**src/hw/rtl/i2cm_pkg.sv**
```systemverilog
package i2cm_pkg;

  // Command codes carried in the input tuser field
  localparam logic [2:0] CMD_NONE  = 3'd0;
  localparam logic [2:0] CMD_START = 3'd1;
  localparam logic [2:0] CMD_STOP  = 3'd2;
  localparam logic [2:0] CMD_WRITE = 3'd3;
  localparam logic [2:0] CMD_READ  = 3'd4;

  localparam logic [7:0] ACK_TIMEOUT_RST = 8'd250;
  localparam logic [3:0] BITS_PER_BYTE   = 4'd8;

  typedef enum logic [18:0] {
    P_IDLE   = 19'b1 << 0,
    P_ST_HI  = 19'b1 << 1,
    P_ST_LO  = 19'b1 << 2,
    P_SP_LO  = 19'b1 << 3,
    P_SP_CK  = 19'b1 << 4,
    P_SP_DA  = 19'b1 << 5,
    P_W_LOW  = 19'b1 << 6,
    P_W_DAT  = 19'b1 << 7,
    P_W_HI   = 19'b1 << 8,
    P_A_REL  = 19'b1 << 9,
    P_A_HI   = 19'b1 << 10,
    P_A_POLL = 19'b1 << 11,
    P_A_HOLD = 19'b1 << 12,
    P_R_LOW  = 19'b1 << 13,
    P_R_HI   = 19'b1 << 14,
    P_R_SMP  = 19'b1 << 15,
    P_K_LOW  = 19'b1 << 16,
    P_K_DAT  = 19'b1 << 17,
    P_K_HI   = 19'b1 << 18
  } phase_t;

  typedef struct packed {
    phase_t     phase;
    logic [3:0] bit_count;
    logic [7:0] shift_reg;
    logic [1:0] unit_wait;
    logic [7:0] timeout_count;
    logic       ack_choice;
    logic       scl;
    logic       sda;
    logic       sda_drive;
    logic       fail;
    logic [7:0] rx_last;
  } state_t;

endpackage

```
**src/hw/rtl/i2c_master_byte_engine_top.sv**
```systemverilog
// The result beat for an accepted tick beat is registered and valid in the cycle after it is accepted.
// Throughput: one tick beat per cycle while m_axis_tready is high; the bus phase sequencer advances once
// per accepted beat and the output register lets the next beat in while the
// current result is still being taken.
// Reset (rst, synchronous): engine idle, SCL and SDA driven high, ack_timeout 250.
module i2c_master_byte_engine_top (
  input  logic        clk,
  input  logic        rst,
  input  logic        s_axis_tvalid,
  output logic        s_axis_tready,
  input  logic [15:0] s_axis_tdata,  // tx_data[7:0], send_ack[8], sda_in[9], zero [15:10]
  input  logic [2:0]  s_axis_tuser,  // cmd[2:0]
  output logic        m_axis_tvalid,
  input  logic        m_axis_tready,
  // scl_level[0], sda_level[1], sda_drive[2], busy_res[3], done_res[4],
  // rx_byte[12:5], ack_failed[13], zero [15:14]
  output logic [15:0] m_axis_tdata,
  input  logic        cfg_valid,
  output logic        cfg_ready,
  input  logic [7:0]  cfg_data       // ack_timeout
);
  import i2cm_pkg::*;

  state_t     st;
  state_t     st_next;
  logic       done;
  logic [7:0] ack_timeout;
  logic       in_beat;

  assign s_axis_tready = ~m_axis_tvalid | m_axis_tready;
  assign in_beat       = s_axis_tvalid & s_axis_tready;
  assign cfg_ready     = 1'b1;

  i2cm_step u_step (
    .st          (st),
    .cmd         (s_axis_tuser),
    .tx_data     (s_axis_tdata[7:0]),
    .send_ack    (s_axis_tdata[8]),
    .sda_in      (s_axis_tdata[9]),
    .ack_timeout (ack_timeout),
    .st_next     (st_next),
    .done        (done)
  );

  always_ff @(posedge clk) begin
    if (rst) begin
      ack_timeout <= ACK_TIMEOUT_RST;
    end else if (cfg_valid && cfg_ready) begin
      ack_timeout <= cfg_data;
    end
  end

  always_ff @(posedge clk) begin
    if (rst) begin
      st.phase         <= P_IDLE;
      st.bit_count     <= '0;
      st.shift_reg     <= '0;
      st.unit_wait     <= '0;
      st.timeout_count <= '0;
      st.ack_choice    <= 1'b0;
      st.scl           <= 1'b1;
      st.sda           <= 1'b1;
      st.sda_drive     <= 1'b1;
      st.fail          <= 1'b0;
      st.rx_last       <= '0;
    end else if (in_beat) begin
      st <= st_next;
    end
  end

  always_ff @(posedge clk) begin
    if (rst) begin
      m_axis_tvalid <= 1'b0;
    end else if (in_beat) begin
      m_axis_tvalid <= 1'b1;
    end else if (m_axis_tready) begin
      m_axis_tvalid <= 1'b0;
    end
  end

  // result payload, loaded with each accepted tick
  always_ff @(posedge clk) begin
    if (in_beat) begin
      m_axis_tdata <= {2'b00, st_next.fail, st_next.rx_last, done,
                       st_next.phase != P_IDLE, st_next.sda_drive,
                       st_next.sda, st_next.scl};
    end
  end

  a_done_not_busy : assert property (@(posedge clk) disable iff (rst)
    in_beat && done |-> st_next.phase == P_IDLE)
    else $error("done raised while the engine stays busy");

  a_beat_loaded : assert property (@(posedge clk) disable iff (rst)
    in_beat |=> m_axis_tvalid)
    else $error("accepted tick produced no result beat");

  a_idle_no_wait : assert property (@(posedge clk) disable iff (rst)
    st.phase == P_IDLE |-> st.unit_wait == 2'd0)
    else $error("idle with a pending phase wait");

endmodule

```
**src/hw/rtl/i2cm_step.sv**
```systemverilog
module i2cm_step (
  input  i2cm_pkg::state_t st,
  input  logic [2:0]       cmd,
  input  logic [7:0]       tx_data,
  input  logic             send_ack,
  input  logic             sda_in,
  input  logic [7:0]       ack_timeout,
  output i2cm_pkg::state_t st_next,
  output logic             done
);
  import i2cm_pkg::*;

  // One tick of ACK polling: low ends the check, too many highs force a stop
  function automatic state_t poll_ack(state_t s, logic sda, logic [7:0] lim);
    state_t     r;
    logic [8:0] t;
    r = s;
    t = {1'b0, s.timeout_count} + 9'd1;
    r.phase = P_A_POLL;
    if (!sda) begin
      r.phase     = P_A_HOLD;
      r.unit_wait = 2'd1;
    end else if (t > {1'b0, lim}) begin
      r.fail      = 1'b1;
      r.sda_drive = 1'b1;
      r.sda       = 1'b0;
      r.scl       = 1'b0;
      r.phase     = P_SP_LO;
      r.unit_wait = 2'd1;
    end else begin
      r.timeout_count = t[7:0];
    end
    return r;
  endfunction

  always_comb begin
    st_next = st;
    done    = 1'b0;
    if (st.phase == P_IDLE) begin
      case (cmd)
        CMD_START: begin
          st_next.sda_drive = 1'b1;
          st_next.sda       = 1'b1;
          st_next.scl       = 1'b1;
          st_next.phase     = P_ST_HI;
          st_next.unit_wait = 2'd1;
        end
        CMD_STOP: begin
          st_next.sda_drive = 1'b1;
          st_next.sda       = 1'b0;
          st_next.scl       = 1'b0;
          st_next.phase     = P_SP_LO;
          st_next.unit_wait = 2'd1;
        end
        CMD_WRITE: begin
          st_next.shift_reg     = tx_data;
          st_next.bit_count     = '0;
          st_next.timeout_count = '0;
          st_next.fail          = 1'b0;
          st_next.sda_drive     = 1'b1;
          st_next.scl           = 1'b0;
          st_next.phase         = P_W_LOW;
          st_next.unit_wait     = 2'd0;
        end
        CMD_READ: begin
          st_next.ack_choice = send_ack;
          st_next.bit_count  = '0;
          st_next.shift_reg  = '0;
          st_next.sda_drive  = 1'b0;
          st_next.scl        = 1'b0;
          st_next.phase      = P_R_LOW;
          st_next.unit_wait  = 2'd1;
        end
        default: ;
      endcase
    end else if (st.phase == P_A_POLL) begin
      st_next = poll_ack(st, sda_in, ack_timeout);
    end else if (st.unit_wait != 2'd0) begin
      st_next.unit_wait = st.unit_wait - 2'd1;
    end else begin
      case (st.phase)
        P_ST_HI: begin
          st_next.sda       = 1'b0;
          st_next.phase     = P_ST_LO;
          st_next.unit_wait = 2'd1;
        end
        P_ST_LO: begin
          st_next.scl   = 1'b0;
          st_next.phase = P_IDLE;
          done          = 1'b1;
        end
        P_SP_LO: begin
          st_next.scl       = 1'b1;
          st_next.phase     = P_SP_CK;
          st_next.unit_wait = 2'd1;
        end
        P_SP_CK: begin
          st_next.sda       = 1'b1;
          st_next.phase     = P_SP_DA;
          st_next.unit_wait = 2'd1;
        end
        P_SP_DA: begin
          st_next.scl   = 1'b1;
          st_next.phase = P_IDLE;
          done          = 1'b1;
        end
        P_W_LOW: begin
          st_next.sda       = st.shift_reg[7];
          st_next.shift_reg = {st.shift_reg[6:0], 1'b0};
          st_next.bit_count = st.bit_count + 4'd1;
          st_next.phase     = P_W_DAT;
        end
        P_W_DAT: begin
          st_next.scl       = 1'b1;
          st_next.phase     = P_W_HI;
          st_next.unit_wait = 2'd1;
        end
        P_W_HI: begin
          st_next.scl = 1'b0;
          if (st.bit_count < BITS_PER_BYTE) begin
            st_next.phase = P_W_LOW;
          end else begin
            // release SDA for the slave ACK
            st_next.sda_drive = 1'b0;
            st_next.phase     = P_A_REL;
            st_next.unit_wait = 2'd1;
          end
        end
        P_A_REL: begin
          st_next.scl   = 1'b1;
          st_next.phase = P_A_HI;
        end
        P_A_HI: st_next = poll_ack(st, sda_in, ack_timeout);
        P_A_HOLD: begin
          st_next.scl   = 1'b0;
          st_next.phase = P_IDLE;
          done          = 1'b1;
        end
        P_R_LOW: begin
          st_next.scl   = 1'b1;
          st_next.phase = P_R_HI;
        end
        P_R_HI: begin
          st_next.shift_reg = {st.shift_reg[6:0], sda_in};
          st_next.bit_count = st.bit_count + 4'd1;
          st_next.phase     = P_R_SMP;
        end
        P_R_SMP: begin
          st_next.scl = 1'b0;
          if (st.bit_count < BITS_PER_BYTE) begin
            st_next.phase     = P_R_LOW;
            st_next.unit_wait = 2'd1;
          end else begin
            st_next.sda_drive = 1'b1;
            st_next.phase     = P_K_LOW;
          end
        end
        P_K_LOW: begin
          st_next.sda   = ~st.ack_choice;
          st_next.phase = P_K_DAT;
        end
        P_K_DAT: begin
          st_next.scl       = 1'b1;
          st_next.phase     = P_K_HI;
          st_next.unit_wait = 2'd1;
        end
        P_K_HI: begin
          st_next.scl     = 1'b0;
          st_next.rx_last = st.shift_reg;
          st_next.phase   = P_IDLE;
          done            = 1'b1;
        end
        default: begin
          st_next.phase     = P_IDLE;
          st_next.unit_wait = 2'd0;
        end
      endcase
    end
  end

endmodule
```
**config.mk**
```make
export PLATFORM = sky130hd
export DESIGN_NAME = i2c_master_byte_engine_top
export DESIGN_NICKNAME = d
export VERILOG_FILES = /design/src/hw/rtl/i2cm_pkg.sv /design/src/hw/rtl/i2c_master_byte_engine_top.sv /design/src/hw/rtl/i2cm_step.sv
export SDC_FILE = /design/constraint.sdc
export NUM_CORES = 1
export LEC_CHECK = 0
export BUFFER_PORTS_ARGS = -buffer_cell sky130_fd_sc_hd__buf_2
export CORE_AREA = 2 2 112 103
export CTS_CLUSTER_DIAMETER = 150
export DETAILED_ROUTE_END_ITERATION = 7
export DIE_AREA = 0 0 114 105
export GPL_TIMING_DRIVEN = 0
export PLACE_DENSITY = 0.69
export SYNTH_ARGS = -nofsm -noshare
export SYNTH_HDL_FRONTEND = slang
export SYNTH_HIERARCHICAL = 1
export SYNTH_SLANG_ARGS = --single-unit
```
**constraint.sdc**
```tcl
create_clock -name clk -period 7.55 [get_ports clk]
set_input_delay 0.3775 -clock clk [delete_from_list [all_inputs] [get_ports clk]]
set_output_delay 0.3775 -clock clk [all_outputs]
set_load 0.02 [all_outputs]
```
==> results.md, run 1 <==
- Worst hold slack: 0.2391 ns
- Diode count: 0
- Core outline area: 10720 sq um
- Hold crit path type: in2reg
- Post_cts resized: 0
- Layout cell share with drive strength beyond 1: 14.59%
- Minimum clock period after layout: 4.350 ns
- Static leakage: 2.170 nW
- Mapped cell area: 4740 sq um
- # fillers: 1047
- Critical Path RT: 7.61 ns
- CTS Hold Bufs: 0
- Port buffer count: 39
- Crit path capture type: register
- Die ar.: 11970 sq um
- Worst r2r path cells: 15
- Finished Core Util: 50.27%
- Nets: 695
- Count of final setup violators: 0
- Worst Tran Pin Value: 0.7352 ns
- Die X: 114 um
- Largest area contributor in the netlist: dfxtp_1
- R2R Setup Slk: 3.20 ns
- Reg2reg start: st[13]
- # rows: 36
- Sequential share of the synthesized area: 35.48%
- Clock-pin slew on the worst setup and hold paths: 0.07 ns
- Post-route ant nets: 0
- Largest net degree at the start of global routing: 16
- Max FO, Critical Path: 6
- Vias in the first global route: 4514
- Via density: 6.211
- Initial antenna violation count: 0
- Slew Limit Fails: 0
- Grt ovf: 0
- CTS tree: done
- Relative max-transition margin: 50.65%
- CP Class: reg2reg
- Clock Tree Buf Depth: 2
- Sum Neg Setup Slack: 0 ns
- Via count: 4913
- WL per Instance: 18.68 um
- Layout overhead on the synthesized area: 13.70%
- Ys Warns: 6
- Seq cells post-synth: 77
- Syn Area/Cell: 7.873 sq um
- GR Util met1: 36.50%
- Global-route wire length before repair: 24090 um
- # Post-CTS Setup Buffers: 0
- First-pass DRT Iterations: 6
- Worst r2r dst: m_axis_tdata[3]
- Main flop type after synthesis: dfxtp_1
- GR Util met2: 37.50%
- Max-cap violations: 0
- Syn Inst Count: 602
- Root Driver: clkbuf_16
- Met3 usage: 5.162%
- Tcrit/Tclk final: 57.61%
- Outcome: finished clean
- Initial drt markers: 553
- RSZ-0062 raised after global routing: no
- IO Pins: 51
- Chip height: 105 um
- Drt drc: 0
- Clk_lat worst skew: 0.35 ns
- Critical Path AT: 4.41 ns
- Count of clock tree sinks: 77
- Worst IR drop on VDD: 0.0001138 V
- CTS HTree Levels: 3
- Count leader, synth: o21ai_0
- GP Congestion: 0.9785
- Power Density: 185.6 nW/um^2
- Fin. Hold Viols: 0
- Distinct cell type count after synthesis: 62
- Cts bufs inserted: 9
- Startpoint Class: register
- Clk_skew: 0.01030 ns
- Synth top cells by count: o21ai_0 (76), nand3_1 (72), dfxtp_1 (63)
- Drt total wl: 14770 um
- Asr flop ratio synth: 0%
- Post-synth EDFFs: 14
- Fmax: 229.9 MHz
- All-Layer GR Usage: 25.39%
- CP startpoint: st[13]
- Synth area leaders: dfxtp_1 (27%), edfxtp_1 (8.9%), o21ai_0 (8.0%), nand3_1 (7.6%), a21oi_1 (6.5%)
- GR peak layer: met2
- Synth top area share: 26.61%
- Critical Path End: m_axis_tdata[3]
- Initial Util: 44.21%
- HPWL after DPL: 10880 um
[area by class of cell]
cell class / count / area [sq um] / share of cell area, %
Sequential cell: 77 / 1682 / 31.20
Tap cell: 133 / 166.4 / 3.088
Multi-Input combinational cell: 466 / 2804 / 52.03
Buffer: 45 / 201.4 / 3.738
Timing Repair Buffer: 39 / 195.2 / 3.622
Inverter: 15 / 56.30 / 1.045
Clock inverter: 7 / 58.81 / 1.091
Clock buffer: 9 / 225.2 / 4.179
[cell families after synthesis]
kind of cell	count (synthesis)	share of synthesized area, %
other	2	0.1585
DFF	77	35.48
muxes	12	2.798
buffers and inverters	60	5.438
xor gates and xnor gates	8	1.478
adders and majority gates	12	3.062
AOI/OAI and AO/OA	188	23.44
and+or+nand+nor	243	28.14
[power by group]
part           switching [mW]  total [mW]  internal [mW]  leakage, nW
Clock                   0.189       0.416          0.227        0.138
Combinational          0.0987       0.144         0.0451         1.38
Sequential            0.00816       0.440          0.432        0.649
[worst min-delay path by stage]
| stage | from | endpoint | slack, ns | cells after the start |
|---|---|---|---|---|
| after floorplan | st[10] | st[10] | 0.43 | 1 |
| final | cfg_data[7] | ack_timeout[7] | 0.24 | 2 |
| after global placement | st[1] | st[1] | 0.46 | 2 |
| after global routing | cfg_data[7] | ack_timeout[7] | 0.23 | 2 |
| after CTS | cfg_data[7] | ack_timeout[7] | 0.23 | 2 |
| after detailed placement | st[1] | st[1] | 0.47 | 2 |
[sequential cells by signal, summed over array words and instances (netlist names)]
signal	cells
st	54
ack_timeout	8
m_axis_tdata	14
m_axis_tvalid	1
[layer usage]
layer  up-vias  part of all wire, %
met3        31                  8.5
met4         0                  2.7
met5         -                    0
met1      2324                   46
li1       2322                    -
met2       236                   43
[metrics by stage]
step / worst slack, ns / power, mW / std cells / cell area [sq um]
2_1_floorplan: 4.099 / 0.5403 / 603 / 4743
3_3_place_gp: 3.299 / 0.5868 / 775 / 5105
3_5_place_dp: 3.339 / 0.5877 / 775 / 5105
4_1_cts: 3.304 / 1.005 / 791 / 5389
5_1_grt: 2.942 / 1.040 / 791 / 5389
6_report: 3.200 / 0.9999 / 791 / 5389
[placed cells by master (no fill, tap or decap), drive strengths merged, types with 11 or more instances in the layout]
cell	count
nand3	73
o21ai	82
nor2b	11
inv	17
dfxtp	63
clkbuf	36
edfxtp	14
and3	16
a21oi	63
nor2	23
a211o	11
nand2	56
buf	57
nor4	11
[worst max-delay path: stages, from the launching register on]
cell and delay [ns]:
dfxtp_1 0.44, ha_1 0.25, and3_1 0.25, nand3_1 0.14
or2_2 0.32, nand2_1 0.08, ha_1 0.24, a21o_1 0.16
a21oi_1 0.15, o22ai_1 0.17, o21ai_0 0.38, or2_1 0.27
nand3_1 0.16, nor4_1 0.33, nand4_1 0.19, or4_1 0.52
(Power assumes the default switching activity.)
==> inputs of run 2 (changes only) <==
--- a/config.mk
+++ b/config.mk
@@ -11,7 +11,7 @@
 export DETAILED_ROUTE_END_ITERATION = 7
 export DIE_AREA = 0 0 114 105
 export GPL_TIMING_DRIVEN = 0
-export PLACE_DENSITY = 0.69
+export PLACE_DENSITY = 0.71
 export SYNTH_ARGS = -nofsm -noshare
 export SYNTH_HDL_FRONTEND = slang
 export SYNTH_HIERARCHICAL = 1
==> constraint.sdc (replaced) <==
create_clock -name clk -period 3.9 [get_ports clk]
set_input_delay 0.195 -clock clk [delete_from_list [all_inputs] [get_ports clk]]
set_output_delay 0.195 -clock clk [all_outputs]
set_load 0.02 [all_outputs]
==> results.md, run 2 (synthesized netlist as in run 1, its figures left out) <==
- Hold crit path type: in2reg
- CTS HTree Levels: 3 (unchanged)
- Nets: 701 (+0.86%)
- Initial Util: 44.21% (unchanged)
- Root Driver: clkbuf_16
- Global-route wire length before repair: 24480 um (+1.6%)
- Slowest cell on crit path: or4_4
- Die ar.: 11970 sq um (unchanged)
- All-Layer GR Usage: 26.05% (+0.65 points)
- Finished Core Util: 51.73% (+1.5 points)
- Post-route ant nets: 0 (unchanged)
- Drt drc: 0 (unchanged)
- Clk_skew: 0.01060 ns (+0.0002943 ns)
- Cts bufs inserted: 9 (unchanged)
- Via count: 4973 (+1.2%)
- Max FO, Critical Path: 6 (unchanged)
- Initial drt markers: 489 (-12%)
- DP Area: 5105 sq um (unchanged)
- Tcrit/Tclk final: 98.19% (+41 points)
- Core outline area: 10720 sq um (unchanged)
- Clock Tree Buf Depth: 2 (unchanged)
- Largest stage delay, worst path: 0.48 ns (-0.04 ns)
- Via density: 6.240 (+0.46%)
- Layout overhead on the synthesized area: 17.00%
- CP Class: reg2reg
- Diode count: 0 (unchanged)
- Slew Limit Fails: 0 (unchanged)
- # fillers: 1076 (+2.8%)
- Clock-pin slew on the worst setup and hold paths: 0.06 ns (about the same)
- Layout cell share with drive strength beyond 1: 17.62% (+3.0 points)
- Flip-flop count of the largest register after layout: 54 (unchanged)
- Commonest cells after routing, fill and taps aside: o21ai_0 (75), nand3_1 (71), a21oi_1 (62), dfxtp_1 (62), nand2_1 (55)
- Max-cap violations: 0 (unchanged)
- Clk_lat worst skew: 0.35 ns (about the same)
- GP Congestion: 0.9681 (-1.1%)
- Power Density: 364.9 nW/um^2 (+97%)
- First-pass DRT Iterations: 6 (unchanged)
- # rows: 36 (unchanged)
- Sum Neg Setup Slack: 0 ns (unchanged)
- Chip height: 105 um (unchanged)
- CTS tree: done
- HPWL after DPL: 11180 um (+2.7%)
- Top delay family on crit path: simple AND/OR/NAND/NOR gates
- Count of clock tree sinks: 77 (unchanged)
- Port buffer count: 39 (unchanged)
- Grt ovf: 0 (unchanged)
- Static leakage: 2.256 nW (+3.9%)
- Relative max-transition margin: 37.80% (-13 points)
- Commonest non-fill, non-tap cell in the layout: o21ai_0
- Crit path capture type: register
- CTS Hold Bufs: 0 (unchanged)
- Outcome: finished clean
- WL per Instance: 19.49 um (+4.3%)
- Worst IR drop on VDD: 0.0002107 V (+85%)
- Critical Path RT: 3.98 ns (-3.63 ns)
- Worst Tran Pin Value: 0.9244 ns (+0.1892 ns)
- Count of final setup violators: 0 (unchanged)
- IO Pins: 51 (unchanged)
- Vias in the first global route: 4625 (+2.5%)
- Top flop regs: st: 54 flops, m_axis_tdata: 14 flops, ack_timeout: 8 flops
- Initial antenna violation count: 0 (unchanged)
- Buffer and inverter count on the worst path: 1 (+1)
- Post-Layout Inst Area: 5545 sq um (+2.9%)
- Biggest register: st
- Fin. Hold Viols: 0 (unchanged)
- Worst hold slack: 0.05783 ns (-0.1813 ns)
- Die X: 114 um (unchanged)
- Drt total wl: 15530 um (+5.1%)
- CP Cell Sequence: ha_1 > and3_4 > nand3_1 > or2_2 > nand2_1 > ha_1 > nand3_2 > nor3_4 > buf_4 > a211oi_4 > nor2_1 > nand3b_1 > nand2_1 > nor4_2 > nand4_1 > or4_4
- Fmax: 261.1 MHz (+14%)
- Startpoint Class: register
- Critical Path AT: 3.91 ns (-0.50 ns)
- Minimum clock period after layout: 3.830 ns (-0.5202 ns)
- Largest net degree at the start of global routing: 16 (unchanged)
## run 2: path summary, 6_finish.rpt
path,start,endpoint,slack [ns],depth (start not counted)
setup / recovery,st[13],m_axis_tdata[3],0.07,16
hold / removal,cfg_data[5],ack_timeout[5],0.06,2
setup reg to reg,st[13],m_axis_tdata[3],0.07,16
hold reg to reg,st[7],st[7],0.48,2
## run 2: timing repair
| item | CTS | global route |
|---|---|---|
| endpoints found under the setup margin | 1 | 1 |
| pin swaps | 1 | 6 |
| buffers inserted | 0 | 6 |
| gates resized for setup | 15 | 4 |
## run 2: stage by stage
step                      power [mW]  cells  setup slack, ns
final                          2.023    797          0.07044
after global routing           2.088    797         -0.02410
after CTS                      2.018    791         0.006264
after detailed placement       1.142    775          -0.3475
after global placement         1.140    775          -0.3738
after floorplan                1.046    603           0.4494
## run 2: power by group
part	total [mW]	switching, mW	leakage, nW	internal (mW)
Clock	0.878	0.372	0.149	0.506
Sequential	0.852	0.0167	0.650	0.836
Combinational	0.293	0.199	1.46	0.0940
Total	2.02	0.588	2.26	1.44
## run 2: per-layer routing
| layer | vias to the layer above | global-route usage [%] | routed length, um | part of all wire [%] |
|---|---|---|---|---|
| met5 | - | 0 | 0 | 0 |
| li1 | 2325 | - | - | - |
| met4 | 0 | 8.101 | 281 | 1.8 |
| met2 | 261 | 38.90 | 6951 | 45 |
| met3 | 24 | 6.729 | 1494 | 9.6 |
| met1 | 2363 | 36.68 | 6805 | 44 |
## run 2: worst reg2reg max path, delay by kind of cell (launching register included)
family / cells / cell delay [ns]
simple gates: 12 / 2.25
fa+ha+maj: 2 / 0.50
flops: 1 / 0.39
compound gates: 1 / 0.27
buf+inv: 1 / 0.14
## run 2: layout make-up
class	count	area, sq um	area share (%)
multi-input combinational	466	2893	52.17
tap	133	166.4	3.001
inverter	15	56.30	1.015
clock buffer	9	225.2	4.061
buffer	45	201.4	3.633
timing repair buffer	45	240.2	4.332
sequential	77	1683	30.35
clock inverter	7	80.08	1.444
